$ cat src/hw/rtl/pnveh_vstore.sv
// Vertex memory: one write port and one read port with registered read data.
// Each word holds a vertex as {y, x}. Uses no package items.
`default_nettype none
module pnveh_vstore #(
	parameter int DEPTH = 64,
	parameter int AW    = 6,
	parameter int W     = 32
) (
	input  wire logic          clk,
	input  wire logic          we,
	input  wire logic [AW-1:0] waddr,
	input  wire logic [W-1:0]  wdata,
	input  wire logic [AW-1:0] raddr,
	output logic      [W-1:0]  rdata
);

	logic [W-1:0] mem [DEPTH];

	always_ff @(posedge clk) begin
		if (we) begin
			mem[waddr] <= wdata;
		end
	end

	always_ff @(posedge clk) begin
		rdata <= mem[raddr];
	end

endmodule
`default_nettype wire

$ cat config.mk
export PLATFORM = sky130hd
export DESIGN_NAME = pnveh_vstore
export DESIGN_NICKNAME = d
export VERILOG_FILES = /design/src/hw/rtl/pnveh_vstore.sv
export SDC_FILE = /design/constraint.sdc
export NUM_CORES = 2
export LEC_CHECK = 0
export ABC_AREA = 1
export BUFFER_PORTS_ARGS = -buffer_cell sky130_fd_sc_hd__clkbuf_2
export CAP_MARGIN = 20
export CORE_MARGIN = 2
export CORE_UTILIZATION = 39
export DETAILED_ROUTE_END_ITERATION = 8
export SYNTH_ARGS = -nofsm -noshare
export SYNTH_HDL_FRONTEND = slang
export SYNTH_SLANG_ARGS = --single-unit
$ cat constraint.sdc
create_clock -name clk -period 5.3 [get_ports clk]
set_input_delay 1.06 -clock clk [delete_from_list [all_inputs] [get_ports clk]]
set_output_delay 1.06 -clock clk [all_outputs]
set_load 0.01 [all_outputs]
==> summary.md <==
| Metric | Value |
|---|---|
| Worst path arrival time | 3.83 ns |
| RSZ-0062 raised after global routing | no |
| CTS Root Cell | clkbuf_16 |
| # fillers | 19.1k |
| Final Skew | 0.0437 ns |
| DRC violations left | 0 |
| Initial antenna violation count | 14 |
| Largest family of logic cells by synthesized area | simple AND/OR/NAND/NOR gates |
| Ratio of cells with drive above 1 in the final layout | 0.0875 |
| Hold path cells | 1 |
| Cell internal pwr | 26.5 mW |
| WL final | 244000 um |
| Placed cells | 9392 |
| Endpoint class of the critical path | flip-flop |
| Data required time of the critical path | 5.85 ns |
| Clk_lat worst skew | 0.86 ns |
| Syn_nets | 6815 |
| #FFs+latches synth | 2080 |
| Combinational cell fraction of total power | 0.063 |
| I/O pin total | 78 |
| Post-Synthesis Cells | 6769 |
| Worst reg-to-reg setup slack | 3.46 ns |
| Slew @ Worst Pin | 1.11 ns |
| Power Dens Cells | 371 nW/um^2 |
| Nets | 6825 |
| Critical path type | input pin to flip-flop |
| Antenna viol nets, final | 0 |
| Worst vdd ir | 0.000341 V |
| Area share of fa/ha/maj cells after synthesis | 0 |
| Hold WS | 0.575 ns |
| # rows | 169 |
| Sequential Area | 62100 um^2 |
| Grt met1 use | 0.319 |
| Die area | 216000 um^2 |
| FF-to-FF path depth | 8 |
| Max Freq | 305 MHz |
| GR Layer Usage met3 | 0.0349 |
| Warning count from the yosys run | 0 |
| Vias per cell | 5.53 |
| Clock-pin slew on the worst setup and hold paths | 0.06 ns |
| Layer with the highest usage | met2 |
| Syn-to-layout area delta | 12.5% |
| Commonest non-fill, non-tap cell in the layout | nand2_1 |
| RePlAce Congestion | 0.856 |
| Non-Filler Instances | 9784 |
| H-tree depth | 4 |
| Mapped Avg Cell Area | 12.2 um^2 |
| Seq pwr share | 0.530 |
| Worst hold path type | input pin to flip-flop |
| Setup TNS | 0 ns |
| Fin util | 0.440 |
| Mux contribution to synthesized area | 0 |
| CP Launch Type | input pin |
| Commonest non-fill, non-tap cells in the layout | nand2_1 (2248), edfxtp_1 (2048), nand3_1 (1907) |
| Post-Synth Simple-Gate Area | 0.221 |
| Max_cap viols | 0 |
| Sequential area share after synthesis | 0.751 |
| Max clock buf depth | 3 |
| DP HPWL | 132000 um |
| Netlist Area Pre-Place | 82700 um^2 |
| Complex-gate fraction of the synthesized area | 0 |
| Slew Limit Headroom | 0.261 |
| Core Area | 211000 um^2 |
| Fin crit period | 3.28 ns |
| Xor-xnor portion of the synthesized cell area | 0 |
| Largest net degree at the start of global routing | 182 |
| Setup-failing EPs final | 0 |
| Sw Pwr | 7.97 mW |
| Max Fanout on Critical Path | 23 |
| CTS Hold Bufs | 0 |
| Initial Util | 0.391 |
| Via count | 54.1k |
| Number of global-route vias before repair | 50.4k |
| Leakage Power | 32.4 nW |
| DR WL/cell | 25.0 um |
| First-pass GRT wire length | 354000 um |
| Resize count post-CTS | 0 |
| PortBufs | 77 |
| Multi-input gate area | 18800 um^2 |
| Slew Limit Fails | 0 |
| Clock power frac | 0.407 |
| Final hold vios | 0 |
| CTS tree | yes |
| CTS sink count | 2080 |
| GRT Util Overall | 0.222 |
| Starting DRT DRC Count | 7463 |
| Grt total ovfl | 0 |
| Net Sw Frac | 0.231 |
| Setup Buffers After CTS | 0 |
| Yosys cell types | 16 |
| Inserted Clock Buffers | 205 |
| Vert. Die Dim | 465 um |
| Die X | 465 um |
| Status | finished clean |
| DRT Pass-1 Iters | 6 |
| Fin crit share | 0.618 |
| M2 GR Usage | 0.340 |
through the flow:
step	instance area [um^2]	setup slack [ns]	total power [mW]
3_5_place_dp	86600	1.26	20.8
2_1_floorplan	82700	0.110	19.7
3_3_place_gp	86600	1.34	20.8
4_1_cts	93000	2.17	34.7
5_1_grt	93100	1.99	35.5
6_report	93100	2.02	34.5
power groups by stage:
| stage | sequential [mW] | clock [mW] | combinational, mW |
|---|---|---|---|
| global route | 18.3 | 14.8 | 2.34 |
| floorplan | 18.6 | 0 | 1.12 |
| global placement | 18.6 | 0 | 2.14 |
| CTS | 18.3 | 14.2 | 2.16 |
| finish | 18.3 | 14.0 | 2.18 |
| detailed placement | 18.6 | 0 | 2.16 |
per-layer routing:
layer,vias to the layer above,share of wire
met2,2705,0.46
met3,339,0.092
met4,0,0.034
met1,26900,0.42
met5,-,0
li1,24100,-
final cells by class:
type                            count  share of cell area
Timing Repair Buffer              252              0.0226
Multi-Input combinational cell   4228               0.202
Tap cell                         2821              0.0379
Antenna cell                        6            0.000161
Clock inverter                    118             0.00976
Inverter                           12            0.000887
Clock buffer                      267              0.0594
Sequential cell                  2080               0.668
Yosys cell counts (all sizes together):
library cell	n	area [um^2]
edfxtp	2048	61500
nand2	2248	8440
inv	12	47.6
clkbuf	77	289
buf	372	1960
nand4	9	56.3
nand3	1907	9540
nor2	56	210
nor4	8	50.1
dfxtp	32	641
cells by family (layout without fill, tap and decap cells):
family	count (synthesis)	in the layout
other	0	6
DFF	2080	2080
buffers and inverters	461	649
and+or+nand+nor	4228	4228
state kept, by name (all words and copies together), names as in the netlist:
register,flops
rdata,32
mem,2048
final timing paths:
kind                          from                     to
max                       waddr[2]   mem[1][30]$_DFFE_PP_
max reg2reg   mem[39][8]$_DFFE_PP_       rdata[8]$_DFF_P_
min reg2reg  mem[20][29]$_DFFE_PP_      rdata[29]$_DFF_P_
min                      wdata[20]  mem[52][20]$_DFFE_PP_
worst max-delay path, stage by stage:
cell      delay [ns]
clkbuf_2        0.18
inv_1           0.28
nand4_1         0.89
nor2_4          1.11
buf_4           0.28
(Power assumes the default switching activity.)
