File: config.mk
export PLATFORM = sky130hd
export DESIGN_NAME = pnveh_div
export DESIGN_NICKNAME = d
export VERILOG_FILES = /design/src/hw/rtl/pnveh_pkg.sv /design/src/hw/rtl/pnveh_div.sv
export SDC_FILE = /design/constraint.sdc
export NUM_CORES = 1
export LEC_CHECK = 0
export BUFFER_PORTS_ARGS = -buffer_cell sky130_fd_sc_hd__buf_4
export CAP_MARGIN = 10
export CELL_PAD_IN_SITES_DETAIL_PLACEMENT = 0
export CELL_PAD_IN_SITES_GLOBAL_PLACEMENT = 1
export CORE_MARGIN = 8
export CORE_UTILIZATION = 35
export CTS_CLUSTER_DIAMETER = 60
export DETAILED_ROUTE_END_ITERATION = 8
export HOLD_SLACK_MARGIN = 0.02
export PLACE_DENSITY = 0.69
export SKIP_LAST_GASP = 1
export SYNTH_ARGS = -nofsm -noshare
export SYNTH_HDL_FRONTEND = slang
export SYNTH_SLANG_ARGS = --single-unit
export TNS_END_PERCENT = 30
File: constraint.sdc
create_clock -name clk -period 3.24 [get_ports clk]
set_input_delay 0.81 -clock clk [delete_from_list [all_inputs] [get_ports clk]]
set_output_delay 0.81 -clock clk [all_outputs]
set_load 0.05 [all_outputs]
File: src/hw/rtl/pnveh_pkg.sv
// Package for the polygon nearest vertex / edge hit unit.
// Holds shared constants, input kind codes, the sequencer states and the divider status.
// No dependencies.
`default_nettype none
package pnveh_pkg;

	localparam int MAX_VERTICES_DEF = 64;
	localparam int COORD_BITS_DEF   = 16;
	localparam int INDEX_BITS       = 6;
	localparam int KIND_BITS        = 2;
	localparam int T_BITS           = 17;
	localparam int CNT_BITS_DIV     = 5;
	localparam int RADIUS_BITS      = 8;
	localparam int APB_AW           = 3;
	localparam int APB_DW           = 32;

	localparam logic [T_BITS-1:0]      T_ONE        = 17'h10000;
	localparam logic [RADIUS_BITS-1:0] RADIUS_RESET = 8'd8;
	localparam logic [0:0]             REG_HIT_RADIUS = 1'b0;

	localparam logic [KIND_BITS-1:0] KIND_CLEAR  = 2'd0;
	localparam logic [KIND_BITS-1:0] KIND_APPEND = 2'd1;
	localparam logic [KIND_BITS-1:0] KIND_QUERY  = 2'd2;

	typedef enum logic [4:0] {
		ST_IDLE,
		ST_V_RD,
		ST_V_DIFF,
		ST_V_SQ,
		ST_V_CMP,
		ST_HIT,
		ST_E_RDA,
		ST_E_RDB,
		ST_E_AB,
		ST_E_SQ,
		ST_E_DOT,
		ST_E_TST,
		ST_E_DIV,
		ST_E_CP,
		ST_E_CPS,
		ST_E_ERR,
		ST_E_ESQ,
		ST_E_CMP,
		ST_DONE
	} state_t;

	typedef struct packed {
		logic busy;
		logic done;
	} div_stat_t;

endpackage
`default_nettype wire

File: src/hw/rtl/pnveh_div.sv
// Restoring divider for the edge parameter, one quotient bit per cycle.
// Depends on pnveh_pkg for T_BITS, CNT_BITS_DIV and the status struct.
`default_nettype none
module pnveh_div
	import pnveh_pkg::*;
#(
	parameter int DW = 34
) (
	input  wire logic                 clk,
	input  wire logic                 arst_n,
	input  wire logic                 start,
	input  wire logic [DW+T_BITS-1:0] dividend,
	input  wire logic [DW-1:0]        divisor,
	output logic      [T_BITS-1:0]    quotient,
	output div_stat_t                 stat
);

	logic [DW-1:0]           rem_q;
	logic [T_BITS-1:0]       num_q;
	logic [DW-1:0]           div_q;
	logic [T_BITS-1:0]       quo_q;
	logic [CNT_BITS_DIV-1:0] cnt_q;
	logic                    busy_q;
	logic                    done_q;
	logic [DW:0]             trial;
	logic                    ge;

	assign trial = {rem_q, num_q[T_BITS-1]};
	assign ge    = trial >= {1'b0, div_q};

	always_ff @(posedge clk or negedge arst_n) begin
		if (!arst_n) begin
			busy_q <= 1'b0;
			done_q <= 1'b0;
			cnt_q  <= '0;
		end else begin
			done_q <= 1'b0;
			if (start) begin
				busy_q <= 1'b1;
				cnt_q  <= CNT_BITS_DIV'(T_BITS);
			end else if (busy_q) begin
				cnt_q <= cnt_q - CNT_BITS_DIV'(1);
				if (cnt_q == CNT_BITS_DIV'(1)) begin
					busy_q <= 1'b0;
					done_q <= 1'b1;
				end
			end
		end
	end

	always_ff @(posedge clk) begin
		if (start) begin
			rem_q <= dividend[DW+T_BITS-1:T_BITS];
			num_q <= dividend[T_BITS-1:0];
			div_q <= divisor;
			quo_q <= '0;
		end else if (busy_q) begin
			rem_q <= ge ? DW'(trial - {1'b0, div_q}) : trial[DW-1:0];
			num_q <= {num_q[T_BITS-2:0], 1'b0};
			quo_q <= {quo_q[T_BITS-2:0], ge};
		end
	end

	assign quotient  = quo_q;
	assign stat.busy = busy_q;
	assign stat.done = done_q;

endmodule
`default_nettype wire

==> metrics.txt, run 1 <==
Max transition margin=43.0%; status=complete, no violations; worst slack at placement=0.0677 ns; Seq cells post-synth=109; CP Class=flop to flop; final core utilization=44.1%; die area=between 20000 and 25000 um2; mapped cell area=6310 um2; First DRT Iteration DRCs=roughly 260; Total Neg Setup Slack=0 ns; peak supply drop=roughly 0.34 mV; Slew Viols, Final=0; DRC=0; CTS root buf=clkbuf_16; I/O pin total=107; TritonRoute pass-1 iters=4; Worst Hold Class=primary input to async pin; vias per cell=5.22; global-route wire length before repair=25900 um; Layout fillers=1701; multi-input logic area=3010 um2; fin cells=944; Core Area=17800 um2; fin crit period=approximately 3.1 ns; Mean Syn Cell Area=10.6 um2; vias in the first global route=5147; Ys Warns=0; die height=roughly 150 um; Worst-Margin Slew=0.854 ns; maximum clock path buffer count=2; leakage=0.00342 uW; Die Wd=150 um; P&R area growth vs syn=24.7%; FP Rows=49; RSZ-0062 raised after global routing=true; Final Net Count=roughly 840; Routed wire per std cell=17.4 um; Synth Net Count=720; largest net degree at the start of global routing=54; number of max-cap violations=0; Worst Path Max Fanout=7; FF/Latch Area=3070 um2; Synth Instances=595; Critical Path AT=3.25 ns; DRT Wirelength=16400 um; via count=4925; Total GRT Usage=~14%; clk slew on worst S/H paths=0.07 ns; Pwr Density=874 nW/um2; Inserted Clock Buffers=9; Synth cell types=61; initial antenna violation count=0; Post-synth EDFFs=85; Critical Path RT=3.35 ns; layout cells sized above 1=26.4%; final worst path period share=between 90% and 100%; # H-tree levels=3; GRT overflow=0; Worst R2R Path Depth=12; register area share after synthesis=48.6%; crit path launch type=flop; Max Clock Skew=0.0119 ns; design area=7870 um2; Initial Utilization=35.4%; endpoint type of the worst setup path=flop; Port Buf Inserts=approximately 110; Post-Place Cells=918; setup violators final=0; Fin. Hold Viols=0; CTS tree=yes; Sink Count=109; Most used DFF post-synth=edfxtp_1; Detail Placement HPWL=11800 um; Area after DPL=7420 um2; DRT antenna net count=0; Skew-Pair Late Insertion Delay=0.36 ns; post-route setup slack=0.0950 ns; final RePlAce weighted congestion=0.890; Peak Freq=318 MHz; antenna fix cells=0; fraction of registers with async set/reset=6.42%
critical path, stage by stage, from the launching register on:
cell	delay, ns
edfxtp_1	0.42
ha_1	0.37
nand2_1	0.14
a31oi_2	0.24
nor2_1	0.10
a211o_1	0.31
a21oi_2	0.21
a31o_4	0.23
a21oi_4	0.10
buf_12	0.16
buf_2	0.16
and3_1	0.19
a221o_1	0.25
stage by stage:
| step | hold slack, ns | power, uW |
|---|---|---|
| finish | 0.247 | 6880 |
| global route | 0.235 | 7380 |
| CTS | 0.229 | 6620 |
| detailed placement | 0.505 | 5510 |
| global placement | 0.483 | 5450 |
| floorplan | 0.481 | 4640 |
metal layers:
layer	GRT usage, %	vias up	part of all wire (%)
met2	23.3	116	47
li1	-	2420	-
met5	0	-	0
met1	17.5	2370	44
met3	5.29	19	7.5
met4	4.80	0	1.8
worst paths after layout:
path	from	endpoint	slack (ns)
max in group asynchronous	arst_n	done_q	2.87
hold / removal	arst_n	cnt_q[3]	0.25
hold reg to reg	quotient[16]	quotient[16]	0.52
setup reg to reg	rem_q[8]	rem_q[26]	0.09
setup / recovery	rem_q[8]	rem_q[26]	0.09
min in group clk	quotient[16]	quotient[16]	0.52
synth_stat cells (all sizes together) (6+ instances only):
cell type	count	share of area [%]
a211oi	6	0.71
a21o	8	0.95
a21oi	43	3.7
a221o	7	1.1
a31oi	7	0.69
and2	6	0.59
and3	9	0.89
buf	10	1.0
clkbuf	19	1.1
dfrtp	7	2.8
dfxtp	17	5.4
edfxtp	85	40
ha	36	7.1
inv	44	2.6
mux2	18	3.2
mux2i	26	4.1
nand2	49	2.9
nand2b	8	0.79
nand3	19	1.5
nand4	7	0.69
nor2	36	2.1
nor3	6	0.48
o21ai	27	2.1
o311ai	14	1.9
xnor2	17	2.4
xor2	18	2.5
logic make-up after synthesis:
logic type	Yosys count	synth area share, %
simple gates	158	12.1
compound gates	139	14.9
flops	109	48.6
buf+inv	73	4.78
mux	44	7.33
fa+ha+maj	37	7.45
xor+xnor	35	4.86
area by class of cell:
class | instances | area share [%]
sequential | 109 | 39.0
clock buffer | 10 | 2.91
multi-input combinational | 413 | 38.3
tap | 229 | 3.64
inverter | 44 | 2.10
clock inverter | 6 | 0.556
timing repair buffer | 133 | 13.6
cell usage in the layout (no fill, tap or decap), types with 8 or more instances in the layout:
master and count:
a21o_1 8, a21oi_1 35, and3_1 9, buf_4 127, clkbuf_16 11, dfxtp_1 17
edfxtp_1 85, ha_1 28, inv_1 44, mux2_2 18, mux2i_1 26, nand2_1 49
nand2b_1 8, nand3_1 19, nor2_1 35, o21ai_0 23, o311ai_0 14, xnor2_1 17
xor2_1 18
where the power goes:
group          switching (uW)  internal, uW  leakage (uW)
logic                    1970          1660       0.00218
registers                 214          1970       0.00110
clock network             537           529      0.000135
sequential cells by signal (all words and copies together), names as in the netlist:
signal / flops
done_q: 1
quotient: 17
rem_q: 34
busy_q: 1
cnt_q: 5
div_q: 34
num_q: 17
repair_timing:
item	in CTS	in global routing
resized for setup	0	17
buffers inserted	0	8
hold buffers	0	0
endpoints found under the setup margin	0	18
(Power assumes the default switching activity.)
==> run 2, diff against run 1 <==
- BUFFER_PORTS_ARGS: -buffer_cell sky130_fd_sc_hd__buf_4 -> -buffer_cell sky130_fd_sc_hd__buf_2
- CELL_PAD_IN_SITES_DETAIL_PLACEMENT: 0 -> not set
- CELL_PAD_IN_SITES_GLOBAL_PLACEMENT: 1 -> not set
- PLACE_DENSITY: 0.69 -> 0.57
==> run 2 against run 1 <==
Effect of this change: count of clock-buffer cells in the layout shrank 1; maximum frequency increased by 1.0%; via count decreased by 2.5%; critical endpoint is now rem_q[25].
==> metrics.txt, run 2 (synthesis results as in run 1) <==
Peak Freq=321 MHz; DRT Wirelength=15200 um; Fin. Hold Viols=0; final worst path period share=a little over nine tenths; FP Rows=49; Die Wd=150 um; I/O pin total=about 110; Net Switching=2620 uW; Seq pwr share=roughly a third; peak supply drop=0.573 mV; crit path launch type=flop; layout cells sized above 1=23.8%; First DRT Iteration DRCs=around 310; Worst-Margin Slew=0.940 ns; switching share of total power=approximately 40%; most common cell after layout, fill and taps aside=buf_2; GRT overflow=0; TritonRoute pass-1 iters=4; Pwr Density=878 nW/um2; vias per cell=5.13; Worst Hold Class=primary input to async pin; initial antenna violation count=6; CP Class=flop to flop; R2R Setup Slk=about 0.13 ns; Sink Count=109; Max Clock Skew=0.0121 ns; Final Net Count=826; endpoint type of the worst setup path=flop; largest registers=div_q x34, rem_q x34; P&R area growth vs syn=18.6%; Total GRT Usage=between 10% and 20%; final RePlAce weighted congestion=0.897; clock network power share=17.4%; Port Buf Inserts=106; Initial Utilization=about 35%; global-route wire length before repair=25200 um; Comb pwr share=49.5%; die area=approximately 23000 um2; Critical Path RT=3.35 ns; largest net degree at the start of global routing=121; # H-tree levels=3; Max transition margin=a little under two fifths; DRC=0; die height=150 um; Worst Path Max Fanout=7; Core Area=17800 um2; DRT antenna net count=0; leakage=about 0.0033 uW; Routed wire per std cell=16.3 um; clk slew on worst S/H paths=0.08 ns; commonest non-fill, non-tap cells in the layout=buf_2 (105), edfxtp_1 (85), nand2_1 (49); RSZ-0062 raised after global routing=true; status=complete, no violations; number of max-cap violations=0; Critical Path AT=3.23 ns; CTS root buf=clkbuf_16; Detail Placement HPWL=11200 um; Internal Dissipation=between 3000 and 4000 uW; Hold WS=roughly 0.26 ns; Inserted Clock Buffers=9; setup violators final=0; via count=4803; post-route setup slack=0.127 ns; fin crit period=slightly above 3 ns; Skew-Pair Late Insertion Delay=~0.37 ns; vias in the first global route=5015; worst slack at placement=0.104 ns; CTS tree=yes; maximum clock path buffer count=2; Slew Viols, Final=0
[run 2: routing by layer]
metal | up-vias | wire length [um] | global-route usage, %
met5 | - | 57 | 0
met4 | 10 | 297 | 4.80
met3 | 26 | 1100 | 5.38
met2 | 117 | 6820 | 21.9
met1 | 2236 | 6970 | 17.5
li1 | 2414 | - | -
[run 2: through the flow]
step	cells	total power (uW)	setup TNS, ns	util, %	cell area (um2)
2_1_floorplan	595	4640	0	-	6310
3_3_place_gp	918	5360	0	40.1	7150
3_5_place_dp	918	5410	0	40.1	7150
4_1_cts	934	6580	0	41.8	7450
5_1_grt	936	7100	-0.106	42.0	7480
6_report	936	6570	0	42.0	7480
[run 2: timing repair]
action,CTS,global route
setup buffers,0,1
hold buffers,0,0
gates resized for setup,0,6
setup endpoints to repair,0,14
[run 2: final cells by class]
class                      instances  area [um2]
sequential                       109        3070
clock buffer                       9         225
multi-input combinational        413        2960
fill                            1760       10400
timing repair buffer             124         704
inverter                          44         165
antenna                            1        2.50
tap                              229         287
clock inverter                     7        76.3
[run 2: critical path: stages, from the launching register on]
cell and delay (ns):
edfxtp_1 0.40, ha_1 0.40, a21oi_1 0.22, o21ai_1 0.09, a21o_1 0.17, a221o_1 0.32
a31o_1 0.23, a31o_4 0.24, a21oi_4 0.22, nor2_1 0.20, a221o_1 0.36
[run 2: power groups by stage]
stage          registers (uW)  logic [uW]  clock network [uW]
6_report                 2180        3250                1140
5_1_grt                  2230        3650                1230
4_1_cts                  2180        3220                1180
3_5_place_dp             2200        3210                   0
3_3_place_gp             2190        3160                   0
2_1_floorplan            2180        2460                   0
[run 2: worst paths after layout]
| path | startpoint | endpoint | depth (start not counted) |
|---|---|---|---|
| setup / recovery | rem_q[21] | rem_q[25] | 10 |
| hold / removal | arst_n | cnt_q[1] | 1 |
| setup reg to reg | rem_q[21] | rem_q[25] | 10 |
| hold reg to reg | quotient[14] | quotient[15] | 2 |
| max in group asynchronous | arst_n | cnt_q[2] | 1 |
| min in group clk | quotient[14] | quotient[15] | 2 |
==> run 3, diff against run 2 <==
- ABC_AREA: not set -> 1
- PLACE_DENSITY: 0.57 -> 0.56
==> run 3 against run 2 <==
Effect of this change: non-clock buffer count is 9 lower; count of clock-buffer cells in the layout is 1 higher; clock power is 9% higher; largest cell class is now multi-input gates.
==> metrics.txt, run 3 <==
dominant cell type by area after synthesis=edfxtp_1; via count=6208; clock network power share=17.5%; FF/Latch Area=3070 um2; Max Clock Skew=0.0130 ns; Synth cell types=38; Seq pwr share=28.9%; TritonRoute pass-1 iters=5; FP Rows=52; Synth Instances=987; Total Neg Setup Slack=0 ns; Skew-Pair Late Insertion Delay=around 0.37 ns; initial antenna violation count=0; vias in the first global route=6356; Routed wire per std cell=14.2 um; Detail Placement HPWL=15000 um; I/O pin total=107; crit path launch type=flop; most common cell after layout, fill and taps aside=nand2_1; largest cells by area after synthesis=edfxtp_1 (35%), nand2_1 (20%), inv_1 (8.7%); design area=about 8400 um2; Ys Warns=0; Peak Freq=374 MHz; Most used DFF post-synth=edfxtp_1; Hold Buf Count CTS=0; status=complete, no violations; peak supply drop=0.284 mV; Internal Dissipation=3880 uW; mapped cell area=7250 um2; Max transition margin=60.3%; P&R area growth vs syn=16.2%; DRT Wirelength=19400 um; Port Buf Inserts=106; Die Wd=160 um; layout cells sized above 1=14.0%; crit path from=rem_q[21]; largest net degree at the start of global routing=54; register area share after synthesis=42.3%; vias per cell=4.55; Slew Viols, Final=0; Worst Hold Class=primary input to async pin; Seq cells post-synth=109; endpoint type of the worst setup path=flop; Area after DPL=8080 um2; multi-input logic area=3400 um2; post_cts resized=0; Core Area=20300 um2; Final Net Count=1214; FF-to-FF End=rem_q[22]; leakage=0.00444 uW; Initial Utilization=35.7%; Fin. Hold Viols=0; commonest cells in the netlist=nand2_1 (394), inv_1 (168), edfxtp_1 (85); Synth top area share=between 30% and 40%; Post-synth EDFFs=between 80 and 90; Worst Path Max Fanout=35; setup violators final=0; CP Class=flop to flop; largest registers=div_q x34, rem_q x34; clk slew on worst S/H paths=approximately 0.09 ns; Sink Count=109; Synth Net Count=1112; Critical Path AT=2.79 ns; Setup Fix Bufs, Post-CTS=0; GRT overflow=0; DRC=0; final worst path period share=~82%; DRT antenna net count=0; # H-tree levels=3; CP Capture Point=rem_q[22]; final RePlAce weighted congestion=roughly 0.87; antenna fix cells=0; commonest non-fill, non-tap cells in the layout=nand2_1 (394), inv_1 (168), buf_2 (105); R2R Setup Slk=0.57 ns; Worst-Margin Slew=0.595 ns; Mean Syn Cell Area=about 7.3 um2; Layout fillers=2173; die height=160 um; CTS root buf=clkbuf_16; global-route wire length before repair=approximately 32000 um; Worst R2R Path Depth=12; Net Switching=3220 uW; worst r2r src=rem_q[21]; die area=25600 um2; Comb pwr share=53.6%; Pwr Density=844 nW/um2; number of max-cap violations=0; RSZ-0062 raised after global routing=false; fin crit period=2.67 ns; Inserted Clock Buffers=9; Total GRT Usage=15.3%; maximum clock path buffer count=2; CTS tree=yes; Critical Path RT=3.36 ns; switching share of total power=45.3%; First DRT Iteration DRCs=415; fraction of registers with async set/reset=under 10%; most common cell in the netlist=nand2_1
## run 3: cell count changes after synthesis, sizes merged, moves of 18 or more
cell | before | now
mux2 | 18 | 0
inv | 44 | 175
nand3 | 19 | 58
nand3b | 1 | 41
mux2i | 26 | 0
nand2 | 49 | 398
## run 3: cell type report
cell class	count	share of cell area, %
clock buffers	10	2.97
flip-flops and latches	109	36.4
multi-input cells	678	40.4
repair buffers	115	7.28
well taps	270	4.01
inverters	176	7.85
clock inverters	6	1.07
## run 3: worst min-delay path by stage
stage,end,start,slack [ns],cells after the start
after global placement,quotient[16],quotient[16],0.44,2
after CTS,cnt_q[2],arst_n,0.25,1
final,cnt_q[2],arst_n,0.26,1
after global routing,cnt_q[2],arst_n,0.24,1
after floorplan,cnt_q[2],cnt_q[2],0.46,1
after detailed placement,quotient[16],quotient[16],0.45,2
## run 3: routing by layer
metal / share of wire [%] / GRT usage, %
met1: 51 / 20.4
met2: 44 / 24.4
met3: 4.3 / 3.39
met4: 1.3 / 4.12
met5: 0 / 0
## run 3: kinds of logic after synthesis
kind of cell | count (synthesis) | share of synthesized area (%)
AOI/OAI and AO/OA | 57 | 4.64
xor gates and xnor gates | 18 | 2.18
adders and majority gates | 37 | 6.49
buffers and inverters | 200 | 10.8
DFF | 109 | 42.3
and+or+nand+nor | 566 | 33.6
## run 3: power by group through the flow
stage / Clock (uW) / Combinational (uW) / Sequential [uW]
floorplan: 0 / 2910 / 2080
global route: 1320 / 4360 / 2100
finish: 1240 / 3810 / 2060
detailed placement: 0 / 3800 / 2080
global placement: 0 / 3790 / 2080
CTS: 1280 / 3830 / 2060
## run 3: through the flow
step | setup WS, ns | utilization [%] | hold WS, ns | instances | total power [uW]
after floorplan | 0.209 | - | 0.456 | 987 | 4990
after global placement | 0.566 | 39.8 | 0.439 | 1348 | 5870
after detailed placement | 0.557 | 39.8 | 0.451 | 1348 | 5880
after CTS | 0.538 | 41.5 | 0.245 | 1364 | 7170
after global routing | 0.241 | 41.5 | 0.242 | 1364 | 7780
final | 0.568 | 41.5 | 0.257 | 1364 | 7100
## run 3: critical path: stages (launching register included)
cell and delay [ns]:
edfxtp_1 0.40, ha_1 0.38, nand2_1 0.12, nor2_1 0.24
inv_2 0.07, nor3_2 0.14, nand2_1 0.10, nand2_2 0.11
nand2_4 0.20, nand2_4 0.41, nand2_1 0.10, nand3_1 0.08
nand2_1 0.07
